## config.mk

```make
export PLATFORM = sky130hd
export DESIGN_NAME = oaid_cell
export DESIGN_NICKNAME = d
export VERILOG_FILES = /design/src/hdl/oaid_pkg.sv /design/src/hdl/oaid_cell.sv
export SDC_FILE = /design/constraint.sdc
export NUM_CORES = 1
export LEC_CHECK = 0
export BUFFER_PORTS_ARGS = -buffer_cell sky130_fd_sc_hd__clkbuf_2
export CORE_ASPECT_RATIO = 1.2
export CORE_MARGIN = 2
export CORE_UTILIZATION = 44
export DETAILED_ROUTE_END_ITERATION = 8
export GPL_ROUTABILITY_DRIVEN = 0
export GPL_TIMING_DRIVEN = 1
export PLACE_DENSITY = 0.95
export SYNTH_ARGS = -nofsm -noshare
export SYNTH_HDL_FRONTEND = slang
export SYNTH_SLANG_ARGS = --single-unit
```

## constraint.sdc

```tcl
create_clock -name clk -period 4.1 [get_ports clk]
set_input_delay 0.205 -clock clk [delete_from_list [all_inputs] [get_ports clk]]
set_output_delay 0.205 -clock clk [all_outputs]
set_load 0.01 [all_outputs]
```

## src/hdl/oaid_pkg.sv

```systemverilog
// ----------------------------------------------------------------------------
// oaid_pkg
// Types and codes shared by the ordered array insert/delete block.
// ----------------------------------------------------------------------------
package oaid_pkg;

  localparam int OP_W    = 3;
  localparam int POS_W   = 7;
  localparam int WORD_W  = 32;
  localparam int CNT_OUT_W = 7;
  localparam int CAP_W   = 7;
  localparam int STAT_W  = 2;

  localparam logic [CAP_W-1:0] CAP_RESET = 7'd64;

  typedef enum logic [OP_W-1:0] {
    OP_APPEND = 3'd0,
    OP_INSERT = 3'd1,
    OP_EDIT   = 3'd2,
    OP_DELETE = 3'd3,
    OP_GET    = 3'd4,
    OP_FIND   = 3'd5
  } op_t;

  typedef enum logic [STAT_W-1:0] {
    ST_OK        = 2'd0,
    ST_BAD_INDEX = 2'd1,
    ST_OVERFLOW  = 2'd2,
    ST_NOT_FOUND = 2'd3
  } status_t;

  // Broadcast control from the top level to every cell
  typedef struct packed {
    logic shift_up;    // cells above the index take their lower neighbour
    logic shift_down;  // cells at and above the index take their upper neighbour
    logic write;       // cell at the index loads the new word
  } cell_ctrl_t;

endpackage

```

## src/hdl/oaid_cell.sv

```systemverilog
// ----------------------------------------------------------------------------
// oaid_cell
// One slot of the list: holds a word, shifts with its neighbours, compares.
// ----------------------------------------------------------------------------
module oaid_cell #(
  parameter int IDX   = 0,
  parameter int CNT_W = 7
) (
  input  logic                              clk,
  input  oaid_pkg::cell_ctrl_t              ctrl,
  input  logic [CNT_W-1:0]                  idx,
  input  logic [CNT_W-1:0]                  rd_idx,
  input  logic [CNT_W-1:0]                  count,
  input  logic [oaid_pkg::WORD_W-1:0]       word,
  input  logic [oaid_pkg::WORD_W-1:0]       lower,
  input  logic [oaid_pkg::WORD_W-1:0]       upper,
  output logic [oaid_pkg::WORD_W-1:0]       data,
  output logic [oaid_pkg::WORD_W-1:0]       rd_part,
  output logic                              match
);
  import oaid_pkg::*;

  localparam logic [CNT_W-1:0] MY_IDX = CNT_W'(IDX);

  logic [WORD_W-1:0] data_next;

  always_comb begin
    data_next = data;
    if (ctrl.shift_down && (MY_IDX >= idx)) begin
      data_next = upper;
    end else if (ctrl.write && (MY_IDX == idx)) begin
      data_next = word;
    end else if (ctrl.shift_up && (MY_IDX > idx)) begin
      data_next = lower;
    end
  end

  always_ff @(posedge clk) begin
    data <= data_next;
  end

  assign rd_part = (MY_IDX == rd_idx) ? data : '0;
  assign match   = (MY_IDX < count) && (data == word);

endmodule

```

After elaboration in Yosys (flattened, before gate mapping) --
Index checks and enable logic that the tools add are counted. Widths: inputs -> output; s select.
Word-level totals: register bits 32
Operators by class: $lt $le $gt $ge 3, eq/ne operators 1, multiplexer cells 4, reductions and logical operators 7
Operators with widths (count):
- $mux 32 | 4
- $eq 32x32->1 | 1
- $logic_not 7->1 | 2
- $ge 1x7->1 const A | 1
- $gt 1x7->1 const A | 1
- $lt 1x7->1 const A | 1
- $logic_and 1x1->1 | 4
- $reduce_bool 3->1 | 1

Logic depth before layout (Yosys ltp) --
word-level depth 5, mapped depth 6, depth with buffers taken out 4

Worst setup path before layout --
OpenSTA, ideal clock, no wires.
path kind input to register, start point in ctrl[0] (netlist name), end point reg data[30] (netlist name) (data pin), setup time 324 ps, data arrival time 2247 ps, slack 1529 ps, cell stages on the path 5, cells stage by stage buf_2 buf_1 nor2_1 nor2_1 o22ai_1
On the way: word-level cells in the longest chain between the ends 3
Ends and longest elaborated chain:
- start, declared | line oaid_cell.sv:10 | input oaid_pkg::cell_ctrl_t ctrl,
- $logic_and 1x1->1 | line oaid_cell.sv:31 | end else if (ctrl.write && (MY_IDX == idx)) begin
- $mux 32 | line oaid_cell.sv:31
- $mux 32 | line oaid_cell.sv:29 | if (ctrl.shift_down && (MY_IDX >= idx)) begin
- net data_next[30] | line oaid_cell.sv:25 | logic [WORD_W-1:0] data_next;
- end signal, assigned | line oaid_cell.sv:39 | data <= data_next;
- end, declared | line oaid_cell.sv:17 | output logic [oaid_pkg::WORD_W-1:0] data,
The timed path passes the listed nets, and every way through them passes these cells. A chain may end at the register's enable or synchronous reset.

Worst setup path in the final report --
start point in rd_idx[2], end point out rd_part[4] (netlist name)
On the way: word-level cells in the longest chain between the ends 2
Ends and longest elaborated chain:
- start, declared | line oaid_cell.sv:12 | input logic [CNT_W-1:0] rd_idx,
- $logic_not 7->1 | line oaid_cell.sv:42 | assign rd_part = (MY_IDX == rd_idx) ? data : '0;
- $mux 32 | line oaid_cell.sv:42
- end, declared | line oaid_cell.sv:18 | output logic [oaid_pkg::WORD_W-1:0] rd_part,
No other way between the ends.

==> results.py <==
metrics = {
    "outcome": {
        "status": "complete, no violations",
    },
    "logic_synthesis": {
        "synth-async-reset-ratio_pct": 0,
        "syn_nets": 392,
        "yosysUniqueCellTypes": 28,
        "synth_area_per_cell_um2": 9.35,
        "netlist_area_um2": 2530,
        "synthFlopType": "edfxtp_1",
        "synth-edff-count": 32,
        "yosys_warnings": 0,
        "postSynthCellCount": 271,
        "ys_ff_latch": 32,
        "ys_seq_area_share_pct": 37.9,
    },
    "final_layout": {
        "top_regs": "data: 32 flops",
        "fin_nets": 561,
        "area_growth_pct": 39.4,
        "diodes": 0,
        "final_cell_count_no_fill": 504,
        "top_register": "data",
        "fill_cells": 475,
        "largest_register_ff_count": 32,
        "drive_gt1_share_pct": 50.9,
    },
    "sta": {
        "min_period_over_period_pct": 59.9,
        "rsz0062_at_grt": "false",
        "max-slew-margin-rel_pct": 12.3,
        "hold_viol": 0,
        "fmax_ghz": 0.407,
        "setup_viol": 0,
        "period_minus_slack_ns": 2.46,
        "tns_ns": 0,
        "drv_slew": 0,
        "tightestPinTransition_ns": 1.31,
        "worst_slack_ns": 1.64,
        "fin_hold_ws_ns": 0.230,
    },
    "detailed_routing": {
        "drt_iter0_markers": 250,
        "wl_per_cell_um": 17.0,
        "via_per_inst": 5.73,
        "ant_nets": 0,
        "wl_um": 8550,
        "drc": 0,
        "num_vias": 2889,
        "first_pass_iters": 5,
    },
    "clocking": {
        "hold_buffers": 0,
        "cts.htree.levels": 2,
        "cts.path.max_buffers": 2,
        "cts_resized": 0,
        "cts_buffers": 5,
        "cts_tree": "built",
        "clkTransAtPathRegs_ns": 0.07,
        "cts_root_buf": "clkbuf_8",
        "clkSinkCount": 32,
        "post-cts-setup-buffer-count": 0,
    },
    "grt": {
        "grt_pass1_vias": 2683,
        "grt_max_degree": 65,
        "busiest_layer": "met2",
        "track_usage_pct": 25.9,
        "gr-total-overflow": 0,
        "gr-usage-met1_pct": 31.6,
        "use_met2_pct": 46.3,
        "grt_use_met3_pct": 5.21,
        "grt_pass1_wl_um": 12800,
        "antenna_found_initial": 0,
    },
    "die": {
        "die_h_um": 87.1,
        "start_util_pct": 45.3,
        "die_area_um2": 6380,
        "die_width_um": 73.3,
        "rows": 30,
        "io_pins": 186,
        "coreArea_um2": 5590,
    },
    "placed_design": {
        "port_buffers": 184,
        "place_hpwl_um": 6320,
        "dpl.cell_count": 497,
        "post-place-ws_ns": 1.64,
    },
    "power_and_ir_drop": {
        "power_density_nw_per_um2": 213,
        "p_leak_nw": 1.62,
        "peakVddDrop_uv": 128,
    },
    "critical_path": {
        "start_kind": "input pin",
        "cp.arrival_ns": 2.25,
        "setup.worst_path.class": "input pin to output pin",
        "cp-end-kind": "output pin",
        "required_ns": 3.89,
        "cp_max_fo": 32,
    },
    "min_path": {
        "holdCritPathClass": "input pin to flip-flop",
        "hold_path_startpoint": "upper[22]",
        "holdPathEnd": "data[22]$_DFFE_PP_",
        "hold_depth": 3,
    },
    "job": {
        "cap_violations": 0,
    },
}
==> layout make-up <==
cell class              count  area, µm²  area share, %
clock buffers               6       72.6           2.06
clock inverters             1       5.00          0.142
inverters                   1       3.75          0.106
multi-input cells         214       1470           41.7
flip-flops and latches     32        961           27.2
well taps                  64       80.1           2.27
repair buffers            186        936           26.5
==> cell usage in the layout, fill, tap and decap left out <==
| master | synthesis | routed |
|---|---|---|
| a2111oi_0 | 1 | 1 |
| a21oi_1 | 1 | 1 |
| a22oi_1 | 31 | 31 |
| a31oi_1 | 31 | 31 |
| and2_1 | 5 | 5 |
| and2_2 | 28 | 28 |
| and3_1 | 1 | 1 |
| buf_4 | 0 | 2 |
| clkbuf_1 | 12 | 1 |
| clkbuf_2 | 3 | 184 |
| clkbuf_8 | 0 | 5 |
| clkinv_2 | 0 | 1 |
| edfxtp_1 | 32 | 32 |
| inv_1 | 1 | 1 |
| nand2_1 | 2 | 2 |
| nand3_1 | 1 | 1 |
| nand4_1 | 2 | 2 |
| nor2_1 | 3 | 2 |
| nor2_4 | 0 | 1 |
| nor2b_1 | 31 | 31 |
| nor3_1 | 2 | 2 |
| nor4_1 | 8 | 8 |
| nor4_2 | 1 | 1 |
| nor4_4 | 1 | 1 |
| o21ai_0 | 23 | 23 |
| o21ai_1 | 8 | 8 |
| o22ai_1 | 1 | 1 |
| or4_4 | 1 | 1 |
| xnor2_1 | 4 | 4 |
| xor2_1 | 28 | 28 |
==> critical path: stages <==
cell      delay, ns
clkbuf_2       0.08
or4_4          0.54
nor4_4         0.99
and2_2         0.30
clkbuf_2       0.14
==> cells in the mapped netlist, types with 2 or more instances <==
cell	count	area share, %
edfxtp_1	32	38
a22oi_1	31	9.2
a31oi_1	31	7.7
nor2b_1	31	7.7
and2_2	28	8.3
xor2_1	28	9.7
o21ai_0	23	4.5
clkbuf_1	12	1.8
buf_2	8	1.6
nor4_1	8	2.0
o21ai_1	8	1.6
and2_1	5	1.2
xnor2_1	4	1.4
clkbuf_2	3	0.59
nor2_1	3	0.44
nand2_1	2	0.30
nand4_1	2	0.49
nor3_1	2	0.40
==> through the flow <==
step	power, mW	cell area [µm²]	utilization, %
detailed placement	0.526	3450	61.7
global placement	0.519	3450	61.7
finish	0.754	3530	63.1
CTS	0.758	3530	63.1
floorplan	0.440	2530	-
global route	0.788	3530	63.1
==> routing by layer <==
layer | routed length [µm] | up-vias
met3 | 664 | 11
met5 | 0 | -
met2 | 4480 | 162
met1 | 3310 | 1362
li1 | - | 1354
met4 | 98 | 0
==> cell families (layout without fill, tap and decap cells) <==
| logic type | after synthesis | in the layout | share of synthesized area, % |
|---|---|---|---|
| AOI/OAI and AO/OA | 96 | 96 | 23.8 |
| and+or+nand+nor | 86 | 86 | 23.0 |
| buffers and inverters | 25 | 194 | 4.25 |
| DFF | 32 | 32 | 37.9 |
| xor gates and xnor gates | 32 | 32 | 11.1 |
==> power breakdown <==
group	leakage [nW]	switching (mW)	internal [mW]
Sequential	0.297	0.00148	0.363
Clock	0.0410	0.118	0.115
Combinational	1.29	0.0764	0.0791
==> worst max-delay path by stage <==
stage | startpoint | to | slack (ns) | depth (start not counted)
after floorplan | ctrl[0] | data[30]$_DFFE_PP_ | 1.53 | 5
after global placement | rd_idx[2] | rd_part[27] | 1.78 | 5
after detailed placement | rd_idx[2] | rd_part[13] | 1.64 | 5
after CTS | data[7]$_DFFE_PP_ | match | 1.58 | 5
after global routing | rd_idx[2] | rd_part[1] | 1.53 | 5
final | rd_idx[2] | rd_part[4] | 1.64 | 5
No activity file was read; power rests on OpenSTA's default activity.
