<file path="src/hdl/oaid_pkg.sv">
// ----------------------------------------------------------------------------
// oaid_pkg
// Types and codes shared by the ordered array insert/delete block.
// ----------------------------------------------------------------------------
package oaid_pkg;

  localparam int OP_W    = 3;
  localparam int POS_W   = 7;
  localparam int WORD_W  = 32;
  localparam int CNT_OUT_W = 7;
  localparam int CAP_W   = 7;
  localparam int STAT_W  = 2;

  localparam logic [CAP_W-1:0] CAP_RESET = 7'd64;

  typedef enum logic [OP_W-1:0] {
    OP_APPEND = 3'd0,
    OP_INSERT = 3'd1,
    OP_EDIT   = 3'd2,
    OP_DELETE = 3'd3,
    OP_GET    = 3'd4,
    OP_FIND   = 3'd5
  } op_t;

  typedef enum logic [STAT_W-1:0] {
    ST_OK        = 2'd0,
    ST_BAD_INDEX = 2'd1,
    ST_OVERFLOW  = 2'd2,
    ST_NOT_FOUND = 2'd3
  } status_t;

  // Broadcast control from the top level to every cell
  typedef struct packed {
    logic shift_up;    // cells above the index take their lower neighbour
    logic shift_down;  // cells at and above the index take their upper neighbour
    logic write;       // cell at the index loads the new word
  } cell_ctrl_t;

endpackage

</file>
<file path="src/hdl/oaid_first_match.sv">
// ----------------------------------------------------------------------------
// oaid_first_match
// Lowest set bit of the registered match vector, as a one-based position.
// ----------------------------------------------------------------------------
module oaid_first_match #(
  parameter int DEPTH = 64
) (
  input  logic [DEPTH-1:0]               hits,
  output logic                           found,
  output logic [oaid_pkg::POS_W-1:0]     found_at
);
  import oaid_pkg::*;

  localparam int IDX_W = (DEPTH > 1) ? $clog2(DEPTH) : 1;

  logic [DEPTH-1:0] lowest;
  logic [IDX_W-1:0] hit_idx;

  // isolate the lowest set bit, then encode it by OR
  assign lowest = hits & (~hits + DEPTH'(1));

  always_comb begin
    hit_idx = '0;
    for (int i = 0; i < DEPTH; i++) begin
      if (lowest[i]) begin
        hit_idx = hit_idx | IDX_W'(i);
      end
    end
  end

  assign found    = |hits;
  assign found_at = found ? POS_W'({1'b0, hit_idx} + (IDX_W+1)'(1)) : '0;

endmodule

</file>
<file path="config.mk">
export PLATFORM = sky130hd
export DESIGN_NAME = oaid_first_match
export DESIGN_NICKNAME = d
export VERILOG_FILES = /design/src/hdl/oaid_pkg.sv /design/src/hdl/oaid_first_match.sv
export SDC_FILE = /design/constraint.sdc
export NUM_CORES = 1
export LEC_CHECK = 0
export ABC_AREA = 1
export BUFFER_PORTS_ARGS = -buffer_cell sky130_fd_sc_hd__buf_2
export CORE_AREA = 2 2 87 89
export DETAILED_ROUTE_END_ITERATION = 10
export DIE_AREA = 0 0 89 91
export RECOVER_POWER = 25
export SLEW_MARGIN = 20
export SYNTH_ARGS = -nofsm -noshare
export SYNTH_HDL_FRONTEND = slang
export SYNTH_SLANG_ARGS = --single-unit
</file>
<file path="constraint.sdc">
create_clock -name vclk -period 2
set_input_delay 0.1 -clock vclk [all_inputs]
set_output_delay 0.1 -clock vclk [all_outputs]
set_load 0.01 [all_outputs]
</file>
## Word-level counts from Yosys, hierarchy flattened

Index checks and enable logic that the tools add are counted.
W data, S select, Z words.

| word-level totals | value |
|---|---|
| bits in read-only memories | 0 |
| RAM bits | 0 |
| memories | 0 |
| bits in latches | 0 |
| logic and storage cells | 69 |
| input port bits | 64 |
| output and inout bits | 8 |
| register bits | 0 |

| operators by class | value |
|---|---|
| divide/modulo/power cells | 0 |
| reduce and logical (&&, ||, !) cells | 1 |
| $lt $le $gt $ge | 0 |
| bitwise operators | 2 |
| shift operators | 0 |
| add/subtract/negate cells | 2 |
| multiply operators | 0 |
| equal/unequal tests | 0 |
| mux-type cells | 64 |

Operators with widths:

| kind | number |
|---|---|
| $mux W6 | 32 |
| $mux W5 | 16 |
| $add A64 B1 Y64 const B | 1 |
| $and A64 B64 Y64 | 1 |
| $not A64 Y64 | 1 |
| $reduce_or A64 Y1 | 1 |
| $mux W4 | 8 |
| $mux W3 | 4 |
| $add A6 B1 Y7 const B | 1 |
| $mux W7 | 1 |
| $mux W2 | 2 |
| $mux W1 | 1 |

## Logic depth before layout (Yosys ltp)

Gate-level depths: netlist of run 1.

| depth | value |
|---|---|
| word-level depth | 68 |
| depth in mapped cells | 19 |
| gate-level depth less buffers | 18 |

## Worst setup path after synthesis of run 1

No wires, ideal clock.

| timing path | value |
|---|---|
| path type | input to output |
| start point | input hits[5] |
| end point | output found_at[6] (netlist name) |
| cell stages on the path | 17 |
| path buffers | 1 |
| slack | 0.103 ns |
| arrival | 1.797 ns |
| cells stage by stage | nor2_1 nand2_1 nor2_8 nand2_4 nor2_4 buf_8 nand2_2 nand2_1 nor2_1 nand3_1 nor2_1 nand4_4 ha_1 inv_1 nor2_4 nand3_1 nor2_1 |

| on the way | value |
|---|---|
| cells in the longest elaborated chain, start to end | 64 |
| elaborated cells on any way between the ends | 65 |

Ends and longest elaborated chain:

| element | line | text |
|---|---|---|
| start, declared | oaid_first_match.sv:8 | `input logic [DEPTH-1:0] hits,` |
| $not A64 Y64 | oaid_first_match.sv:20 | `assign lowest = hits & (~hits + DEPTH'(1));` |
| $add A64 B1 Y64 | oaid_first_match.sv:20 |  |
| $and A64 B64 Y64 | oaid_first_match.sv:20 |  |
| $mux W3 (3 in a row) | oaid_first_match.sv:25 | `if (lowest[i]) begin` |
| $mux W4 (8 in a row) | oaid_first_match.sv:25 |  |
| $mux W5 (16 in a row) | oaid_first_match.sv:25 |  |
| $mux W6 (32 in a row) | oaid_first_match.sv:25 |  |
| $add A6 B1 Y7 | oaid_first_match.sv:32 | `assign found_at = found ? POS_W'({1'b0, hit_idx} + (IDX_W+1)'(1)) : '0;` |
| $mux W7 (*) | oaid_first_match.sv:32 |  |
| end, declared | oaid_first_match.sv:10 | `output logic [oaid_pkg::POS_W-1:0] found_at` |

Every way passes the cells marked *; elsewhere a longest branch is shown, timed or not.

## Final worst setup path of run 1

| timing path | value |
|---|---|
| start point | input hits[1] |
| end point | output found_at[4] (netlist name) |

| on the way | value |
|---|---|
| cells in the longest elaborated chain, start to end | 68 |
| elaborated cells on any way between the ends | 69 |

Ends and longest elaborated chain:

| element | line |
|---|---|
| $not A64 Y64 | oaid_first_match.sv:20 |
| $add A64 B1 Y64 | oaid_first_match.sv:20 |
| $and A64 B64 Y64 | oaid_first_match.sv:20 |
| $mux W1 | oaid_first_match.sv:25 |
| $mux W2 (2 in a row) | oaid_first_match.sv:25 |
| $mux W3 (4 in a row) | oaid_first_match.sv:25 |
| $mux W4 (8 in a row) | oaid_first_match.sv:25 |
| $mux W5 (16 in a row) | oaid_first_match.sv:25 |
| $mux W6 (32 in a row) | oaid_first_match.sv:25 |
| $add A6 B1 Y7 | oaid_first_match.sv:32 |
| $mux W7 (*) | oaid_first_match.sv:32 |

Marked as above.

==> results.md, run 1 <==
* Mapped cell area at 2426 µm²
* Initial antenna violation count at 0
* Crit path kind: primary input to output port
* DRC at 0
* Wire per inst at 14.58 µm
* Final min period at 2.290 ns
* Post-DP HPWL at 10160 µm
* Layout Utilization at 67.65%
* Critical-path maximum fanout at 4
* Vias per inst at 5.100
* Antenna-violating nets left at 0
* Fillers at 666
* Hold buffers post-CTS at 0
* Worst VDD drop at 0.00006952 V
* RSZ-0062 raised after global routing: true
* Hold crit path type: primary input to output port
* Top-count cell post-synth: nand2_1
* Seq_cells at 0
* Initial DRC Count at 239
* Width of the die at 89 µm
* Clock buf count at 0
* Net Count, Synth at 572
* Slowest stage cell, crit path: nor2_4
* Multi-input logic area at 2599 µm²
* Final Worst Setup Slack at -0.2905 ns
* Slew @ Worst Pin at 0.5175 ns
* Register Area at 0 µm²
* CP Data Required Time at 1.90 ns
* Leading area contributor after synthesis: nand2_1
* # setup viols final at 6
* Syn-to-layout area delta at 99.02%
* WL met3 at 824 µm
* Initial Utilization at 33.99%
* Final TNS setup at -1.239 ns
* Tcrit/Tclk final at 114.5%
* Max Slew Vio Count at 0
* Nets at 825
* Worst Path Arrival at 2.19 ns
* Area share of the largest cell type after synthesis at 20.42%
* Largest net degree at the start of global routing at 8
* Synth warnings at 0
* Post-route insts no fill at 857
* Layout cell share with drive strength beyond 1 at 52.37%
* Setup crit end: found_at[4]
* Fmax at 436.6 MHz
* Slew margin rel. at 65.18%
* Crit path from: hits[1]
* Rows at 31
* Synth Instances at 507
* Top post-synthesis cells by count: nand2_1 (132), nor2_1 (117), inv_1 (76)
* Max_cap viols at 0
* Pre-CTS setup slack at -0.5638 ns
* First-pass GRT wire length at 19640 µm
* Worst Hold Depth at 5
* Failing checks: setup timing
* # IOs at 72
* Distinct cells, synth at 31
* Diode count at 0
* Pwr dens at 100.8 nW/µm²
* Placeable core area at 7137 µm²
* Routability congestion estimate from global placement at 0.9861
* WL final at 12490 µm
* Final hold violation count at 0
* Placed instance count at 848
* Port buffer count at 72
* GRT Total Usage at 30.39%
* CP max stage delay at 0.19 ns
* Full die area at 8099 µm²
* Met2 wire length at 6238 µm
* Vias at 4371
* Die Ht at 91 µm
* DRT Pass-1 Iters at 5
* Outcome: finished with violations
* P_leak at 0.002575 µW
* Vias in the first global route at 4400
* Worst-path cell chain: buf_8 -> nor2_4 -> buf_6 -> nand2_4 -> nor2_8 -> nand2_4 -> buf_6 -> nor2_4 -> nand3_2 -> nand2_2 -> nor2_2 -> nand2_1 -> nor2_2 -> nand4_4 -> ha_4 -> inv_2 -> nor2_4 -> nand2_1 -> nand2_1 -> inv_1 -> nor2_2 -> buf_2
* Synth top area cells: nand2_1 (20%), nor2_1 (18%), nand3_1 (12%)
* Startpoint Class: primary input
* Top sig layer: met4
* GRT overflow at 0
* Mapped Avg Cell Area at 4.785 µm²
* Met1 wire length at 4818 µm
* Worst Setup End Kind: output port
* Sequential area share after synthesis at 0%
==> layout by cell type, fill, tap and decap left out, types with 2 or more instances in the layout <==
master	count
a21oi_1	4
inv_1	73
nor2_4	25
buf_6	15
buf_12	2
nor2_2	45
nor4_1	8
nand3_1	44
nor3_4	3
o21ai_0	5
nand3_4	2
o21ai_1	3
buf_4	170
nand3b_1	5
nand4_1	18
nand3_2	19
o211ai_1	2
nor3_2	5
nand2_1	109
nand2_4	9
nor3_1	15
o21a_1	2
nand2_2	22
buf_2	64
inv_2	3
nor2_1	71
nand4_4	4
==> area by class of cell <==
type	instances	area share, %
Tap cell	99	2.565
Multi-Input combinational cell	430	53.82
Inverter	76	5.908
Timing Repair Buffer	252	37.70
==> what timing repair did <==
| action | CTS | global route |
|---|---|---|
| endpoints found under the setup margin | 6 | 7 |
| cloned | 1 | 0 |
| setup buffers | 7 | 2 |
| gates resized for setup | 113 | 39 |
| pin swaps | 50 | 25 |
==> routing by layer <==
| layer | track usage [%] | up-vias |
|---|---|---|
| li1 | - | 2140 |
| met1 | 34.68 | 1985 |
| met2 | 56.22 | 198 |
| met3 | 2.182 | 48 |
| met4 | 12.94 | 0 |
| met5 | 0 | - |
==> through the flow <==
| stage | total power [µW] | cell area, µm² | hold slack (ns) |
|---|---|---|---|
| floorplan | 129.4 | 2426 | 0.4734 |
| global placement | 409.7 | 4192 | 0.7254 |
| detailed placement | 417.1 | 4192 | 0.7304 |
| CTS | 464.7 | 4703 | 0.7320 |
| global route | 524.0 | 4828 | 0.7718 |
| finish | 486.5 | 4828 | 0.7191 |
==> worst max-delay path: cells and delay by family <==
kind / cells / cell delay, ns
simple gates: 15 / 1.37
fa+ha+maj: 1 / 0.15
buf+inv: 6 / 0.56
==> power by group <==
group	switching [µW]	internal, µW	total, µW
Clock	0	0	0
Sequential	0	0	0
Combinational	243	243	487
Total	243	243	487
==> cell families after synthesis <==
group	after synthesis	share of synthesized area, %
xor gates and xnor gates	1	0.3611
adders and majority gates	1	0.5156
and+or+nand+nor	409	82.05
buffers and inverters	77	12.38
AOI/OAI and AO/OA	19	4.693
==> worst min path at each step <==
stage / to / from
CTS: found / hits[62]
floorplan: found / hits[62]
global route: found / hits[62]
detailed placement: found / hits[62]
finish: found / hits[62]
global placement: found / hits[62]
Power figures use the tool's default switching activity.
==> run 2, diff against run 1 <==
SETUP_SLACK_MARGIN = 0.5   (was not set)
clock period = 2.9 ns   (was 2 ns; I/O delays follow)
==> run 2 against run 1 <==
First-iteration DRC count increased by 2.1%. The run now ends clean. Die area unchanged. Cell count decreased by 19%. Combinational power decreased by 54%. Critical path type unchanged. Power decreased by 54%. Clock-buffer cell count unchanged. Non-clock buffer count decreased by 163. Global-route usage decreased by 4.8 points. Sequential share of layout area unchanged. Utilization decreased by 20 points.
==> results.md, run 2 (synthesized netlist as in run 1, its figures left out) <==
* Max_cap viols at 0 (unchanged)
* Commonest non-fill, non-tap cells in the layout: nand2_1 (117), nor2_1 (75), inv_1 (72), buf_2 (67), nand3_1 (52)
* Initial DRC Count at 244 (+2.1%)
* Vias at 3665 (-16%)
* Syn-to-layout area delta at 41.62%
* Final TNS setup at 0 ns (+1.239 ns)
* Pwr dens at 64.64 nW/µm² (-36%)
* # IOs at 72 (unchanged)
* CP Data Required Time at 2.76 ns (+0.86 ns)
* Tcrit/Tclk final at 80.88%
* Crit path kind: primary input to output port
* Antenna-violating nets left at 0 (unchanged)
* Register Area at 0 µm² (unchanged)
* Initial antenna violation count at 0 (unchanged)
* Layout cell share with drive strength beyond 1 at 35.13% (-17 points)
* Max Slew Vio Count at 0 (unchanged)
* Hold crit path type: primary input to output port
* Final hold violation count at 0 (unchanged)
* Slew margin rel. at 74.13% (+9.0 points)
* Diode count at 0 (unchanged)
* Outcome: completed
* P_leak at 0.001738 µW (-33%)
* GRT Total Usage at 25.62% (-4.8 points)
* Initial Utilization at 33.99% (unchanged)
* Rows at 31 (unchanged)
* First-pass GRT wire length at 16640 µm (-15%)
* Seq_cells at 0 (unchanged)
* Nets at 662 (-20%)
* DRC at 0 (unchanged)
* Routability congestion estimate from global placement at 0.9924 (+0.64%)
* Full die area at 8099 µm² (unchanged)
* WL final at 10640 µm (-15%)
* Hold buffers post-CTS at 0 (unchanged)
* Clock buf count at 0 (unchanged)
* Vias in the first global route at 3538 (-20%)
* Startpoint Class: primary input
* DRT Pass-1 Iters at 5 (unchanged)
* Worst VDD drop at 0.00004076 V (-41%)
* # setup viols final at 0 (-6)
* Worst Setup End Kind: output port
* Width of the die at 89 µm (unchanged)
* Vias per inst at 5.281 (+3.5%)
* Critical-path maximum fanout at 6 (+2)
* GRT overflow at 0 (unchanged)
* Placeable core area at 7137 µm² (unchanged)
* Port buffer count at 72 (unchanged)
* Worst Path Arrival at 2.20 ns (about the same)
* RSZ-0062 raised after global routing: true
* Final min period at 2.346 ns
* Wire per inst at 15.34 µm (+5.2%)
* Die Ht at 91 µm (unchanged)
* Post-DP HPWL at 9046 µm (-11%)
* Slew @ Worst Pin at 0.3866 ns (-0.1309 ns)
* Pwr Total at 222.1 µW (-54%)
* Most common cell after layout, fill and taps aside: nand2_1
* Fmax at 426.3 MHz
* Largest net degree at the start of global routing at 7 (-1)
* Layout Utilization at 48.14% (-20 points)
## run 2: final timing paths
path | from | end | cells past startpoint
worst min-delay path | hits[62] | found | 5
worst max-delay path | hits[8] | found_at[4] | 19
## run 2: critical path, cell delays in order
cell and delay [ns]:
buf_6 0.11, nor2_4 0.15, nand2_2 0.09, nor2_4 0.15, nand2_4 0.08, nor2_4 0.24, buf_6 0.17, nand3_2 0.10
o21ai_2 0.16, nor2_2 0.08, nand4_4 0.10, ha_4 0.14, inv_2 0.04, nor2_4 0.09, nand2_1 0.06, nand2_1 0.08
inv_2 0.04, nor2_2 0.05, buf_2 0.12
## run 2: per-stage QoR
step | cells | instance area, µm² | hold WS, ns | setup WS [ns]
finish | 694 | 3436 | 0.8977 | 0.5544
global route | 694 | 3436 | 0.9176 | 0.3999
CTS | 687 | 3132 | 0.8667 | 0.5020
detailed placement | 680 | 2918 | 0.8638 | 0.2752
global placement | 680 | 2918 | 0.8625 | 0.2697
floorplan | 507 | 2426 | 0.5634 | 0.9126
## run 2: routing by layer
metal | wire, µm | track usage (%)
met2 | 5360 | 46.39
met4 | 226 | 6.841
met5 | 0 | 0
met3 | 642 | 2.636
met1 | 4414 | 31.41
## run 2: final cells by class
class	count	area, µm²
Tap cell	99	123.9
Multi-Input combinational cell	430	2509
Timing Repair Buffer	89	515.5
Fill cell	852	3701
Inverter	76	287.8
## run 2: what timing repair did
| item | 4_1_cts | 5_1_grt |
|---|---|---|
| pin swaps | 13 | 29 |
| endpoints found under the setup margin | 5 | 6 |
| gates resized for setup | 47 | 72 |
| setup buffers | 7 | 7 |
## run 2: power breakdown
group,switching (µW),leakage [µW],total (µW),internal (µW)
Clock,0,0,0,0
Combinational,142,0.00174,222,79.6
Sequential,0,0,0,0
Total,142,0.00174,222,79.6
